## src/design/wpg2rle_pkg.sv

```systemverilog
// ----------------------------------------------------------------------------
// WPG2 run-length token decoder package
// Shared widths, token and result codes, and the divider request and response types.
// ----------------------------------------------------------------------------
package wpg2rle_pkg;

	localparam int MAX_SAMPLE_BYTES_DEF = 8;

	localparam int ROW_BYTES_W = 18;
	localparam int HEIGHT_W    = 16;
	localparam int COL_W       = 18;
	localparam int ROW_W       = 20;
	localparam int POS_W       = 19;
	localparam int CNT_W       = 9;
	localparam int NB_W        = 12;
	localparam int BREM_W      = 11;
	localparam int SIZE_W      = 4;
	localparam int VAL_W       = 64;
	localparam int CFG_IDX_W   = 2;
	localparam int CFG_DATA_W  = 18;

	localparam logic [CFG_IDX_W-1:0] REG_ROW_BYTES    = 2'd0;
	localparam logic [CFG_IDX_W-1:0] REG_IMAGE_HEIGHT = 2'd1;

	localparam logic [7:0] OP_DSZ   = 8'h7D;
	localparam logic [7:0] OP_XOR   = 8'h7E;
	localparam logic [7:0] OP_BLK   = 8'h7F;
	localparam logic [7:0] OP_EXT   = 8'hFD;
	localparam logic [7:0] OP_RST   = 8'hFE;
	localparam logic [7:0] OP_WHT   = 8'hFF;
	localparam logic [7:0] OP_REP_F = 8'h80;

	localparam logic [1:0] KIND_LITERAL = 2'd0;
	localparam logic [1:0] KIND_FILL    = 2'd1;
	localparam logic [1:0] KIND_ROWREP  = 2'd2;
	localparam logic [1:0] KIND_ERROR   = 2'd3;

	localparam logic [1:0] ERR_NONE     = 2'd0;
	localparam logic [1:0] ERR_SIZE     = 2'd1;
	localparam logic [1:0] ERR_ALIGN    = 2'd2;
	localparam logic [1:0] ERR_PAST_END = 2'd3;

	typedef struct packed {
		logic                   valid;
		logic [POS_W-1:0]       dividend;
		logic [ROW_BYTES_W-1:0] divisor;
	} div_req_t;

	typedef struct packed {
		logic                   done;
		logic [POS_W-1:0]       quotient;
		logic [ROW_BYTES_W-1:0] remainder;
	} div_rsp_t;

endpackage

```

## src/design/wpg2rle_div.sv

```systemverilog
// ----------------------------------------------------------------------------
// WPG2 run-length position divider
// Restoring divider, one quotient bit per cycle, splits a byte position into
// a row advance and a column.
// ----------------------------------------------------------------------------
module wpg2rle_div (
	input  logic                 clk,
	input  logic                 arst_n,
	input  wpg2rle_pkg::div_req_t req,
	output wpg2rle_pkg::div_rsp_t rsp
);

	localparam int POS_W = wpg2rle_pkg::POS_W;
	localparam int RB_W  = wpg2rle_pkg::ROW_BYTES_W;
	localparam int CNT_W = $clog2(POS_W + 1);

	logic             busy_q;
	logic             done_q;
	logic [CNT_W-1:0] cnt_q;
	logic [POS_W-1:0] quo_q;
	logic [RB_W-1:0]  rem_q;
	logic [RB_W-1:0]  dvs_q;

	logic [RB_W:0]    rem_sh;
	logic [RB_W+1:0]  diff;
	logic             qbit;

	always_comb begin
		rem_sh = {rem_q, quo_q[POS_W-1]};
		diff   = {1'b0, rem_sh} - {2'b00, dvs_q};
		qbit   = !diff[RB_W+1];
	end

	always_ff @(posedge clk or negedge arst_n) begin
		if (!arst_n) begin
			busy_q <= 1'b0;
			done_q <= 1'b0;
			cnt_q  <= '0;
		end else begin
			done_q <= 1'b0;
			if (req.valid && !busy_q) begin
				busy_q <= 1'b1;
				cnt_q  <= CNT_W'(POS_W);
			end else if (busy_q) begin
				cnt_q <= cnt_q - CNT_W'(1);
				if (cnt_q == CNT_W'(1)) begin
					busy_q <= 1'b0;
					done_q <= 1'b1;
				end
			end
		end
	end

	always_ff @(posedge clk) begin
		if (req.valid && !busy_q) begin
			quo_q <= req.dividend;
			rem_q <= '0;
			dvs_q <= req.divisor;
		end else if (busy_q) begin
			quo_q <= {quo_q[POS_W-2:0], qbit};
			rem_q <= qbit ? diff[RB_W-1:0] : rem_sh[RB_W-1:0];
		end
	end

	assign rsp.done      = done_q;
	assign rsp.quotient  = quo_q;
	assign rsp.remainder = rem_q;

	a_no_start_busy: assert property (@(posedge clk) disable iff (!arst_n)
		req.valid |-> !busy_q)
		else $error("Divider started while busy.");

	a_rem_below_divisor: assert property (@(posedge clk) disable iff (!arst_n)
		done_q |-> (rem_q < dvs_q))
		else $error("Divider remainder not below divisor.");

	a_done_after_busy: assert property (@(posedge clk) disable iff (!arst_n)
		$rose(done_q) |-> $past(busy_q))
		else $error("Divider finished without running.");

endmodule

```

## src/design/wpg2_rle_token_decoder_core.sv

```systemverilog
// ----------------------------------------------------------------------------
// WPG2 run-length token decoder core
// Parses one byte of a WPG level-2 run-length raster stream per request and
// emits run descriptors for literal bytes, sample fills and row repeats.
//
// The input channel takes one stream byte per request, with start_of_image
// clearing the position, sample size and parse state before that byte. The
// output channel carries one descriptor or error per finished token. Both use
// valid and stall; in_stall is high while a byte is being worked on.
// A byte that only advances the parser leaves the core idle. For a byte that
// ends a fill or a literal, the new column and row come from a restoring
// divider that produces one quotient bit per cycle; the core waits in its
// divide state and then registers the result. Errors and row repeats go
// straight to the result state, where the result is registered.
// A finished result waits in the output register while the next byte is
// taken; when the receiver stalls with a result waiting, the core holds the
// next result and stalls its input. Reset clears the parse state, the sample
// store, the position and output valid, and sets both registers to one.
// ----------------------------------------------------------------------------
module wpg2_rle_token_decoder_core #(
	parameter int MAX_SAMPLE_BYTES = wpg2rle_pkg::MAX_SAMPLE_BYTES_DEF
) (
	input  logic                                 clk,
	input  logic                                 arst_n,
	input  logic                                 cfg_wr_en,
	input  logic [wpg2rle_pkg::CFG_IDX_W-1:0]    cfg_index,
	input  logic [wpg2rle_pkg::CFG_DATA_W-1:0]   cfg_data,
	input  logic                                 in_valid,
	output logic                                 in_stall,
	input  logic [7:0]                           stream_byte,
	input  logic                                 start_of_image,
	output logic                                 out_valid,
	input  logic                                 out_stall,
	output logic [1:0]                           result_kind,
	output logic [wpg2rle_pkg::VAL_W-1:0]        sample_value,
	output logic [wpg2rle_pkg::SIZE_W-1:0]       sample_bytes,
	output logic [wpg2rle_pkg::CNT_W-1:0]        repeat_count,
	output logic [wpg2rle_pkg::COL_W-1:0]        start_column,
	output logic [wpg2rle_pkg::HEIGHT_W-1:0]     start_row,
	output logic [1:0]                           error_code,
	output logic                                 image_done
);

	localparam int RB_W   = wpg2rle_pkg::ROW_BYTES_W;
	localparam int HT_W   = wpg2rle_pkg::HEIGHT_W;
	localparam int COL_W  = wpg2rle_pkg::COL_W;
	localparam int ROW_W  = wpg2rle_pkg::ROW_W;
	localparam int POS_W  = wpg2rle_pkg::POS_W;
	localparam int CNT_W  = wpg2rle_pkg::CNT_W;
	localparam int NB_W   = wpg2rle_pkg::NB_W;
	localparam int BREM_W = wpg2rle_pkg::BREM_W;
	localparam int SIZE_W = wpg2rle_pkg::SIZE_W;
	localparam int VAL_W  = wpg2rle_pkg::VAL_W;

	localparam logic [1:0] S_IDLE = 2'd0;
	localparam logic [1:0] S_DIV  = 2'd1;
	localparam logic [1:0] S_OUT  = 2'd2;

	localparam logic [2:0] PH_OPCODE  = 3'd0;
	localparam logic [2:0] PH_SIZE    = 3'd1;
	localparam logic [2:0] PH_COUNT   = 3'd2;
	localparam logic [2:0] PH_SAMPLE  = 3'd3;
	localparam logic [2:0] PH_LITERAL = 3'd4;

	logic [RB_W-1:0]   row_bytes_q;
	logic [HT_W-1:0]   height_q;

	logic [1:0]        state_q, nxt_state;
	logic [2:0]        phase_q, nxt_phase;
	logic [7:0]        opcode_q, nxt_opcode;
	logic [SIZE_W-1:0] size_q, nxt_size;
	logic [BREM_W-1:0] brem_q, nxt_brem;
	logic [COL_W-1:0]  col_q, nxt_col;
	logic [ROW_W-1:0]  row_q, nxt_row;
	logic              fin_q, nxt_fin;
	logic [7:0]        store_q [MAX_SAMPLE_BYTES];

	logic [1:0]        pkind_q, nxt_pkind;
	logic [VAL_W-1:0]  pval_q, nxt_pval;
	logic [SIZE_W-1:0] psize_q, nxt_psize;
	logic [CNT_W-1:0]  pcnt_q, nxt_pcnt;
	logic [COL_W-1:0]  pcol_q, nxt_pcol;
	logic [HT_W-1:0]   prow_q, nxt_prow;
	logic [1:0]        perr_q, nxt_perr;

	logic              out_valid_q;
	logic [1:0]        kind_q;
	logic [VAL_W-1:0]  value_q;
	logic [SIZE_W-1:0] sbytes_q;
	logic [CNT_W-1:0]  count_q;
	logic [COL_W-1:0]  scol_q;
	logic [HT_W-1:0]   srow_q;
	logic [1:0]        err_q;
	logic              done_q;

	logic              accept;
	logic              st_we;
	logic [SIZE_W-1:0] st_idx;
	logic              out_load;

	logic              e_done;
	logic [CNT_W-1:0]  count;
	logic [SIZE_W-1:0] e_size;
	logic [COL_W-1:0]  e_col;
	logic [ROW_W-1:0]  e_row;
	logic [VAL_W-1:0]  stored_val;
	logic [VAL_W-1:0]  white_val;
	logic [NB_W-1:0]   fill_bytes;
	logic [BREM_W-1:0] lit_len;
	logic [BREM_W-1:0] brem_dec;
	logic [RB_W-1:0]   divisor;

	wpg2rle_pkg::div_req_t div_req;
	wpg2rle_pkg::div_rsp_t div_rsp;

	wpg2rle_div u_div (
		.clk    (clk),
		.arst_n (arst_n),
		.req    (div_req),
		.rsp    (div_rsp)
	);

	assign accept   = (state_q == S_IDLE) && in_valid;
	assign in_stall = (state_q != S_IDLE);
	assign out_load = (state_q == S_OUT) && (!out_valid_q || !out_stall);
	assign divisor  = (row_bytes_q == '0) ? RB_W'(1) : row_bytes_q;

	always_comb begin
		e_size     = start_of_image ? SIZE_W'(1) : size_q;
		e_col      = start_of_image ? '0 : col_q;
		e_row      = start_of_image ? '0 : row_q;
		count      = CNT_W'(stream_byte) + CNT_W'(1);
		brem_dec   = (start_of_image || brem_q == '0) ? '0 : brem_q - BREM_W'(1);
		st_idx     = e_size - SIZE_W'(brem_q);
		st_we      = 1'b0;
		lit_len    = BREM_W'(e_size) * (BREM_W'(stream_byte[6:0]) + BREM_W'(1));
		stored_val = '0;
		white_val  = '0;
		for (int i = 0; i < MAX_SAMPLE_BYTES; i++) begin
			if (SIZE_W'(i) < e_size) begin
				stored_val[8*i +: 8] = store_q[i];
			end
		end
		for (int i = 0; i < 8; i++) begin
			if (SIZE_W'(i) < e_size) begin
				white_val[8*i +: 8] = 8'hFF;
			end
		end
		e_done = (start_of_image ? 1'b0 : fin_q) || (e_row >= ROW_W'(height_q));

		nxt_state  = state_q;
		nxt_phase  = phase_q;
		nxt_opcode = opcode_q;
		nxt_size   = size_q;
		nxt_brem   = brem_q;
		nxt_col    = col_q;
		nxt_row    = row_q;
		nxt_fin    = fin_q;
		nxt_pkind  = pkind_q;
		nxt_pval   = pval_q;
		nxt_psize  = psize_q;
		nxt_pcnt   = pcnt_q;
		nxt_pcol   = pcol_q;
		nxt_prow   = prow_q;
		nxt_perr   = perr_q;
		fill_bytes = '0;
		div_req    = '0;

		if (accept) begin
			if (start_of_image) begin
				nxt_phase  = PH_OPCODE;
				nxt_opcode = '0;
				nxt_size   = SIZE_W'(1);
				nxt_brem   = '0;
				nxt_col    = '0;
				nxt_row    = '0;
				nxt_fin    = 1'b0;
			end
			if (!e_done) begin
				nxt_pval  = '0;
				nxt_psize = SIZE_W'(1);
				nxt_pcnt  = CNT_W'(1);
				nxt_pcol  = e_col;
				nxt_prow  = e_row[HT_W-1:0];
				nxt_perr  = wpg2rle_pkg::ERR_NONE;
				case (start_of_image ? PH_OPCODE : phase_q)
					PH_OPCODE: begin
						nxt_opcode = stream_byte;
						if (stream_byte == wpg2rle_pkg::OP_DSZ) begin
							nxt_phase = PH_SIZE;
						end else if (stream_byte == wpg2rle_pkg::OP_XOR) begin
							nxt_phase = PH_OPCODE;
						end else if (stream_byte == wpg2rle_pkg::OP_BLK ||
							stream_byte == wpg2rle_pkg::OP_EXT ||
							stream_byte == wpg2rle_pkg::OP_RST ||
							stream_byte == wpg2rle_pkg::OP_WHT) begin
							nxt_phase = PH_COUNT;
						end else if ((stream_byte & wpg2rle_pkg::OP_REP_F) != '0) begin
							nxt_phase = PH_SAMPLE;
							nxt_brem  = BREM_W'(e_size);
						end else begin
							nxt_phase = PH_LITERAL;
							nxt_brem  = lit_len;
						end
					end
					PH_SIZE: begin
						nxt_phase = PH_OPCODE;
						if (stream_byte < 8'd1 || stream_byte > 8'(MAX_SAMPLE_BYTES)) begin
							nxt_fin   = 1'b1;
							nxt_pkind = wpg2rle_pkg::KIND_ERROR;
							nxt_perr  = wpg2rle_pkg::ERR_SIZE;
							nxt_state = S_OUT;
						end else begin
							nxt_size = stream_byte[SIZE_W-1:0];
						end
					end
					PH_COUNT: begin
						nxt_phase = PH_OPCODE;
						if (opcode_q == wpg2rle_pkg::OP_RST) begin
							nxt_pcnt  = count;
							nxt_state = S_OUT;
							if (e_col != '0) begin
								nxt_fin   = 1'b1;
								nxt_pkind = wpg2rle_pkg::KIND_ERROR;
								nxt_perr  = wpg2rle_pkg::ERR_ALIGN;
								nxt_pcnt  = CNT_W'(1);
							end else if (e_row + ROW_W'(count) > ROW_W'(height_q)) begin
								nxt_fin   = 1'b1;
								nxt_pkind = wpg2rle_pkg::KIND_ERROR;
								nxt_perr  = wpg2rle_pkg::ERR_PAST_END;
								nxt_pcnt  = CNT_W'(1);
							end else begin
								nxt_pkind = wpg2rle_pkg::KIND_ROWREP;
								nxt_row   = e_row + ROW_W'(count);
							end
						end else begin
							nxt_pkind  = wpg2rle_pkg::KIND_FILL;
							nxt_psize  = e_size;
							nxt_pcnt   = count;
							fill_bytes = NB_W'(e_size) * NB_W'(count);
							nxt_state  = S_DIV;
							if (opcode_q == wpg2rle_pkg::OP_WHT) begin
								nxt_pval = white_val;
							end else if (opcode_q == wpg2rle_pkg::OP_EXT) begin
								nxt_pval = stored_val;
							end
						end
					end
					PH_SAMPLE: begin
						st_we    = (st_idx < SIZE_W'(MAX_SAMPLE_BYTES));
						nxt_brem = brem_dec;
						if (brem_dec == '0) begin
							nxt_phase = PH_OPCODE;
							nxt_pkind = wpg2rle_pkg::KIND_FILL;
							nxt_psize = e_size;
							nxt_pcnt  = CNT_W'(opcode_q[6:0]) + CNT_W'(1);
							fill_bytes = NB_W'(e_size) *
								(NB_W'(opcode_q[6:0]) + NB_W'(1));
							nxt_state = S_DIV;
							nxt_pval  = stored_val;
							for (int i = 0; i < MAX_SAMPLE_BYTES; i++) begin
								if (st_we && st_idx == SIZE_W'(i)) begin
									nxt_pval[8*i +: 8] = stream_byte;
								end
							end
						end
					end
					PH_LITERAL: begin
						nxt_brem   = brem_dec;
						nxt_phase  = (brem_dec == '0) ? PH_OPCODE : PH_LITERAL;
						nxt_pkind  = wpg2rle_pkg::KIND_LITERAL;
						nxt_pval   = VAL_W'(stream_byte);
						fill_bytes = NB_W'(1);
						nxt_state  = S_DIV;
					end
					default: begin
						nxt_phase = PH_OPCODE;
					end
				endcase
				if (nxt_state == S_DIV) begin
					div_req.valid    = 1'b1;
					div_req.dividend = POS_W'(e_col) + POS_W'(fill_bytes);
					div_req.divisor  = divisor;
				end
			end
		end else if (state_q == S_DIV) begin
			if (div_rsp.done) begin
				nxt_row   = row_q + ROW_W'(div_rsp.quotient);
				nxt_col   = COL_W'(div_rsp.remainder);
				nxt_state = S_OUT;
			end
		end else if (out_load) begin
			nxt_state = S_IDLE;
		end
	end

	always_ff @(posedge clk or negedge arst_n) begin
		if (!arst_n) begin
			row_bytes_q <= RB_W'(1);
			height_q    <= HT_W'(1);
			state_q     <= S_IDLE;
			phase_q     <= PH_OPCODE;
			opcode_q    <= '0;
			size_q      <= SIZE_W'(1);
			brem_q      <= '0;
			col_q       <= '0;
			row_q       <= '0;
			fin_q       <= 1'b0;
			out_valid_q <= 1'b0;
			for (int i = 0; i < MAX_SAMPLE_BYTES; i++) begin
				store_q[i] <= '0;
			end
		end else begin
			if (cfg_wr_en && cfg_index == wpg2rle_pkg::REG_ROW_BYTES) begin
				row_bytes_q <= cfg_data[RB_W-1:0];
			end
			if (cfg_wr_en && cfg_index == wpg2rle_pkg::REG_IMAGE_HEIGHT) begin
				height_q <= cfg_data[HT_W-1:0];
			end
			state_q  <= nxt_state;
			phase_q  <= nxt_phase;
			opcode_q <= nxt_opcode;
			size_q   <= nxt_size;
			brem_q   <= nxt_brem;
			col_q    <= nxt_col;
			row_q    <= nxt_row;
			fin_q    <= nxt_fin;
			if (out_load) begin
				out_valid_q <= 1'b1;
			end else if (!out_stall) begin
				out_valid_q <= 1'b0;
			end
			for (int i = 0; i < MAX_SAMPLE_BYTES; i++) begin
				if (accept && st_we && st_idx == SIZE_W'(i)) begin
					store_q[i] <= stream_byte;
				end
			end
		end
	end

	always_ff @(posedge clk) begin
		pkind_q <= nxt_pkind;
		pval_q  <= nxt_pval;
		psize_q <= nxt_psize;
		pcnt_q  <= nxt_pcnt;
		pcol_q  <= nxt_pcol;
		prow_q  <= nxt_prow;
		perr_q  <= nxt_perr;
		if (out_load) begin
			kind_q   <= pkind_q;
			value_q  <= pval_q;
			sbytes_q <= psize_q;
			count_q  <= pcnt_q;
			scol_q   <= pcol_q;
			srow_q   <= prow_q;
			err_q    <= perr_q;
			done_q   <= fin_q || (row_q >= ROW_W'(height_q));
		end
	end

	assign out_valid    = out_valid_q;
	assign result_kind  = kind_q;
	assign sample_value = value_q;
	assign sample_bytes = sbytes_q;
	assign repeat_count = count_q;
	assign start_column = scol_q;
	assign start_row    = srow_q;
	assign error_code   = err_q;
	assign image_done   = done_q;

	a_div_to_out: assert property (@(posedge clk) disable iff (!arst_n)
		(state_q == S_DIV && div_rsp.done) |=> (state_q == S_OUT))
		else $error("Position update did not lead to a result.");

	a_load_from_out: assert property (@(posedge clk) disable iff (!arst_n)
		$rose(out_valid_q) |-> ($past(state_q) == S_OUT))
		else $error("Result registered outside the result state.");

	a_size_range: assert property (@(posedge clk) disable iff (!arst_n)
		(size_q >= SIZE_W'(1)) && (size_q <= SIZE_W'(MAX_SAMPLE_BYTES)))
		else $error("Sample size out of range.");

	a_error_finishes: assert property (@(posedge clk) disable iff (!arst_n)
		(out_load && pkind_q == wpg2rle_pkg::KIND_ERROR) |-> fin_q)
		else $error("Error result without finishing the image.");

endmodule
```

## config.mk

```make
export PLATFORM = sky130hd
export DESIGN_NAME = wpg2_rle_token_decoder_core
export DESIGN_NICKNAME = d
export VERILOG_FILES = /design/src/design/wpg2rle_pkg.sv /design/src/design/wpg2rle_div.sv /design/src/design/wpg2_rle_token_decoder_core.sv
export SDC_FILE = /design/constraint.sdc
export NUM_CORES = 1
export LEC_CHECK = 0
export BUFFER_PORTS_ARGS = -buffer_cell sky130_fd_sc_hd__buf_4
export CORE_ASPECT_RATIO = 1.5
export CORE_MARGIN = 1.5
export CORE_UTILIZATION = 40
export DETAILED_ROUTE_END_ITERATION = 8
export PLACE_DENSITY_LB_ADDON = 0.1
export RECOVER_POWER = 25
export SYNTH_ARGS = -nofsm -noshare
export SYNTH_HDL_FRONTEND = slang
export SYNTH_SLANG_ARGS = --single-unit
```

## constraint.sdc

```tcl
create_clock -name clk -period 8.4 [get_ports clk]
set_input_delay 1.68 -clock clk [delete_from_list [all_inputs] [get_ports clk]]
set_output_delay 1.68 -clock clk [all_outputs]
set_load 0.01 [all_outputs]
```

==> Word level (Yosys, flattened, before mapping) <==
Index checks and enable logic that the tools add are counted.
{ "classes": {"add_sub_neg": 11, "multipliers": 3, "n_lt_le_gt_ge": 14, "eq_ne": 30, "n_mux": 128, "bitwise_logic": 3, "n_reduce_logical": 55} }
{ "op_table": {"columns": ["operator", "n"], "rows": [
  ["$mux W64", 4],
  ["$mux W8", 28],
  ["$pmux W64 S3", 1],
  ["$mux W20", 9],
  ["$mux W38", 3],
  ["$mux W18", 6],
  ["$mux W11", 7],
  ["$eq A8 B8 Y1 const B", 6],
  ["$mux W12", 4],
  ["$ge A20 B16 Y1", 2],
  ["$mux W19", 2],
  ["$pmux W12 S3", 1],
  ["$mux W2", 16],
  ["$mux W9", 3],
  ["$add A7 B1 Y8 const B", 3],
  ["$eq A8 B7 Y1 const B", 3],
  ["$mux W3", 8],
  ["$mux W4", 6],
  ["$logic_and A1 B1 Y1", 22],
  ["$logic_not A11 Y1", 2],
  ["$pmux W11 S2", 1],
  ["$add A20 B19 Y20", 1],
  ["$add A20 B9 Y20", 1],
  ["$gt A20 B16 Y1", 1],
  ["other kinds (52)", 104]
]} }
{ "totals": {"ff_bits": 459, "in_bits": 34, "output_inout_bits": 118, "word_cells": 285} }

==> Longest topological paths before layout <==
{ "logic_depth": {"ltp_word": 14, "ltp_mapped": 25, "ltp_nobuf": 24} }

==> By module <==
A second synthesis with hierarchy kept.
{ "hier_totals": {"cells_unflattened": 2414, "hier_area_um2": 26161.3} }
{ "modules_own_cells": {"columns": ["module", "instances", "cells_each", "area_each_um2", "seq_area_each_um2"], "rows": [
  ["wpg2_rle_token_decoder_core", 1, 2087, 22561.6, 11094.4],
  ["wpg2rle_div", 1, 327, 3599.7, 1646.6]
]} }

==> Least setup slack after synthesis <==
OpenSTA, ideal clock, no wires.
{ "synth_path": {"kind": "input port to flip-flop", "startpoint": "in start_of_image", "endpoint": "reg state_q[1]", "setup_ns": 0.088, "t_arrival_ns": 8.590, "required_time_ns": 8.312, "setup_slack_ns": -0.278, "path_stages": 17, "n_path_buf": 7, "cell_sequence": "clkbuf_1 > clkbuf_1 > clkbuf_1 > clkbuf_1 > clkbuf_1 > nor2b_1 > ha_1 > and3_1 > a21oi_1 > o21ai_0 > o41a_1 > or3_1 > clkbuf_1 > inv_1 > buf_1 > o21ai_0 > nand3_1"} }
{ "synth_via": {"elab_cells_between_ends": 20, "cone_classes": "order compare (1); eq/ne (5); mux (10); reduce/logical (4)"} }
{ "synth_rtl": {"columns": ["item", "line_no", "rtl"], "rows": [
  ["start, declared", "wpg2_rle_token_decoder_core.sv:31", "input logic start_of_image,"],
  ["$mux W20", "wpg2_rle_token_decoder_core.sv:131", "e_row = start_of_image ? '0 : row_q;"],
  ["named net e_row[5]", "wpg2_rle_token_decoder_core.sv:105", "logic [ROW_W-1:0] e_row;"],
  ["$ge A20 B16 Y1", "wpg2_rle_token_decoder_core.sv:149", "e_done = (start_of_image ? 1'b0 : fin_q) || (e_row >= ROW_W'(height_q));"],
  ["$logic_or A1 B1 Y1", "wpg2_rle_token_decoder_core.sv:149", null],
  ["$ne A2 B2 Y1 (no line)", null, null],
  ["$reduce_and A3 Y1 (no line)", null, null],
  ["end signal, assigned", "wpg2_rle_token_decoder_core.sv:320", "state_q <= nxt_state;"],
  ["end, declared", "wpg2_rle_token_decoder_core.sv:68", "logic [1:0] state_q, nxt_state;"]
]} }
The timed path passes the listed nets, and every way through them passes these cells. The select of a mux whose other input is x is not followed.
A chain may end at the register's enable or synchronous reset.

==> Worst setup path after layout <==
{ "layout_path": {"startpoint": "in start_of_image", "endpoint": "reg u_div.quo_q[14], data pin"} }
{ "layout_via": {"elab_chain_cells": 13, "elab_cells_between_ends": 32, "cone_classes": "add/sub (1); mul (2); order compare (1); eq/ne (5); mux (19); reduce/logical (4)"} }
{ "layout_lines": {"columns": ["item", "line_no", "rtl"], "rows": [
  ["parallel branches: the longest is 9 deep, another holds $add A18 B12 Y19", null, null],
  ["$mux W38 (*)", "wpg2_rle_token_decoder_core.sv:179", "if (!e_done) begin"],
  ["$mux W38 (*)", "wpg2_rle_token_decoder_core.sv:169", "if (accept) begin"],
  ["$logic_and A1 B1 Y1", "wpg2rle_div.sv:55", "if (req.valid && !busy_q) begin"],
  ["$mux W19 (*)", "wpg2rle_div.sv:55", null],
  ["end signal, assigned", "wpg2rle_div.sv:56", "quo_q <= req.dividend;"],
  ["end signal, assigned", "wpg2rle_div.sv:60", "quo_q <= {quo_q[POS_W-2:0], qbit};"],
  ["end, declared", "wpg2rle_div.sv:20", "logic [POS_W-1:0] quo_q;"]
]} }
Mark *: on every way between the ends. The select of a mux whose other input is x is not followed.

==> metrics list <==
* Largest stage delay, worst path: around 0.8 ns
* Critical Path Source Type: input port
- Once the floorplan was initialized, standard cells occupied 40.4% of the core.
* Layout-stage area growth over the synthesis result: 13.8%
- Share of final-layout standard cells stronger than drive strength 1: between 10% and 20%
- Adder-Cell Fraction of Synth Area: between 10% and 20%
- Global routing used 24.2% of the available tracks across all layers.
* Vias per Instance: roughly 5.7
- Count of warnings emitted by yosys: 0
- By area, the combinational part of the netlist is dominated by compound AO/OA/AOI/OAI gates.
- Sinks on Clock Net: ~460
- In this run, synthesis produced a sequential element count of around 460.
- Clock Latency Late Sink: between 0.6 and 0.7 ns
- Number of setup buffers added after CTS: 0
* Std-Cell Rows: 113
* Vias after detailed routing: 19000
* Initial antenna violation count: 0
* Max Fanout on Critical Path: 19
* Worst-case vdd ir drop: about 0.18 mV
- Asr flop ratio synth: approximately 38%
- Tightest Hold Check Type: register to register
- Final core utilization: ~46%
* Fraction of the mapped netlist area in compound gates: between 10% and 20%
- In the final routed layout, each cell accounts on average for roughly 24 um.
- The final reports fail on max-capacitance violations, max-slew violations.
* RePlAce Congestion: between 0.9 and 1
- After clock tree synthesis, the repair step resized 0 gates.
- Buffers placed on the I/O ports in this run total between 150 and 200.
- After synthesis the cells add up to around 0.026 sq mm.
- The synthesized netlist devotes 3.38% of its cell area to XOR and XNOR gates.
- Summed over all failing endpoints, the final setup total negative slack is 0 ns.
* Data required time of the critical path: ~8.7 ns
- Counting flops with a built-in enable in the synthesized netlist gives between 200 and 300.
- From bottom edge to top edge, the die measures between 300 and 400 um.
* Max-slew headroom at the worst pin: -199%
* # H-tree levels: 2
* Width of the chip: 210 um
* Clock transition at path regs: ~0.060 ns
- Syn Inst Count: ~2400
* Number of cells in the design after placement: roughly 3200
- Mean instance size in the synthesized netlist: approximately 11 sq um
- At the pin with the least slew margin, the transition time is roughly 4.5 ns.
* Residual antenna-violating net count after detailed routing: 0
* Post-Syn Nets: roughly 2600
* CTS tree: done
* Top achievable clock speed: between 0.1 and 0.15 GHz
- Number of non-filler instances in the completed layout: 3332
- Iteration-0 DRC Markers: between 1000 and 1500
- The synthesized netlist devotes about an eighth of its cell area to simple gates.
- Cell breakdown of the critical path: clkbuf_1 -> nand2b_1 -> clkinv_1 -> buf_4 -> nand2_1 -> fa_1 -> inv_1 -> fa_1 -> ha_1 -> a21o_1 -> a21oi_1 -> nor2b_1 -> o21ai_0 -> nor2b_1 -> xor2_1 -> o22ai_1 -> ha_1 -> nand3_1 -> o21ai_0 -> o21a_1 -> nand3_1 -> xnor2_1 -> mux2_4
- Critical path buffer and inverter count: 4
- The via count of the first global-routing pass was ~20000.
* Final instance area: ~0.029 sq mm
- CTS root buffer: clkbuf_16
- In this run, CTS created clock tree buffers numbering 46.
- Setup violations remaining at the end of the flow were counted as 0.
- Pin placement for this block handled approximately 150 I/O pins.
- Global-route wire length before repair: 119000 um
- Leaving out fill and tap cells, the most frequent cell in the layout is edfxtp_1.
* Maximum clock insertion buffer count: 3
- The max-slew violation total from the final report was 167.
- Setup repair after global routing missed its margin: no
- Period utilization: 86.3%
* Antenna cells: 0
- In the layout the commonest cells are edfxtp_1, nor2_1, buf_4, dfrtp_1, a21oi_1.
- The worst setup path is captured at a register.
- Filler instances: approximately 6000
* Total routed wirelength: 79200 um
* Register area share after synthesis: around 50%
- The wire-length estimate of the detail-placed layout is between 50000 and 60000 um.
- The slowest stage of the critical path belongs to the cell clkbuf_1.
* Leakage dissipation: around 12 nW
- The final number of hold-violating endpoints came to 0.
- Total of max-cap violations: 3
* Result of the run: complete, but fails checks
* Dpl cell area: 0.0277 sq mm
* Final global-route overflow total: 0
- The completed layout was analyzed and its total power is 0.00477 W.
- Top flip-flop cell by instance count after synthesis: edfxtp_1
* Mux share of post-synthesis cell area: about 6.6%
* Crit path arrival time: roughly 7.6 ns
- # DRC: 0
* Kind of critical path: input port to register
- Number of library cell types mapped by synthesis: 77
* Power Density: between 150 and 200 mW/mm^2
- The final layout contains around 2700 nets.
* Cell family with most CP delay: adder cells
* Largest net degree at the start of global routing: 77
* Hold-fix buffers at CTS: 0
* Placeable core region: around 0.063 sq mm
* Iteration count of the initial detailed-routing pass: 7
- Die outline area: 0.0656 sq mm
- Min cycle time layout: 7.25 ns
* Worst clock skew: a little under 0.03 ns
[worst paths after layout]
check | from | to | slack, ns | cells after the start
setup / recovery | start_of_image | u_div.quo_q[14] | 1.15 | 23
hold / removal | pval_q[43] | sample_value[43] | 0.42 | 0
setup reg to reg | brem_q[1] | u_div.quo_q[14] | 2.17 | 20
hold reg to reg | pval_q[43] | sample_value[43] | 0.42 | 0
max in group asynchronous | arst_n | row_bytes_q[3] | 1.60 | 2
min in group asynchronous | arst_n | u_div.cnt_q[1] | 2.68 | 1
[registers in the layout, indices dropped and copies added, names as in the netlist, 3 cells and up]
signal        cells
pval_q           64
sample_value     64
store_q          64
row_q            20
u_div.quo_q      19
col_q            18
pcol_q           18
row_bytes_q      18
start_column     18
u_div.dvs_q      18
u_div.rem_q      18
height_q         16
prow_q           16
start_row        16
brem_q           11
pcnt_q            9
repeat_count      9
opcode_q          8
u_div.cnt_q       5
psize_q           4
sample_bytes      4
size_q            4
phase_q           3
[Yosys cell counts, drive strengths merged, types with 60 or more instances]
cell type | instances | share of area [%]
edfxtp | 268 | 31
nor2 | 199 | 2.9
clkbuf | 104 | 1.5
o22ai | 86 | 2.1
inv | 141 | 2.1
nand2 | 120 | 1.8
a31oi | 60 | 1.5
o21ai | 114 | 2.2
a21oi | 161 | 3.1
dfrtp | 170 | 17
ha | 157 | 7.7
mux2 | 101 | 4.5
[routing by layer]
| layer | wire length (um) | up-vias | global-route usage, % |
|---|---|---|---|
| met4 | 6480 | 0 | 17.6 |
| met2 | 42700 | 545 | 45.6 |
| met1 | 27400 | 9346 | 24.4 |
| li1 | - | 8881 | - |
| met5 | 0 | - | 0 |
| met3 | 2660 | 228 | 2.98 |
[logic make-up after synthesis]
group,Yosys count
AO/OA/AOI/OAI,591
XOR/XNOR,99
adder cells (fa/ha/maj),190
buffers and inverters,260
flip-flops,459
multiplexers,154
AND/OR/NAND/NOR,607
[worst register-to-register path: cells and delay by family, from the launching register on]
| family | cells | cell delay, ns |
|---|---|---|
| compound gates | 7 | 1.71 |
| xor+xnor | 1 | 0.16 |
| fa+ha+maj | 3 | 0.99 |
| buf+inv | 3 | 0.68 |
| flops | 1 | 0.43 |
| mux | 1 | 0.27 |
| simple gates | 5 | 1.73 |
[report_power, final]
group / total [W] / internal (W) / switching [W]
clock network: 0.00209 / 0.00117 / 0.000918
logic: 0.000249 / 0.0000912 / 0.000158
registers: 0.00243 / 0.00240 / 0.0000286
[layout make-up]
| cell class | instances | area [sq um] | share of cell area, % |
|---|---|---|---|
| multi-input combinational | 1641 | 11900 | 40.8 |
| sequential | 459 | 12700 | 43.7 |
| clock buffer | 58 | 1230 | 4.21 |
| clock inverter | 28 | 292 | 1.00 |
| inverter | 146 | 553 | 1.90 |
| tap | 805 | 1010 | 3.46 |
| timing repair buffer | 195 | 1430 | 4.89 |
[metrics by stage]
step / setup WS [ns] / hold WS [ns]
floorplan: 0.00173 / 0.400
global placement: 0.845 / 0.404
finish: 1.15 / 0.416
CTS: 1.48 / 0.418
global route: 0.525 / 0.422
detailed placement: 0.863 / 0.405
Power figures use the tool's default switching activity.
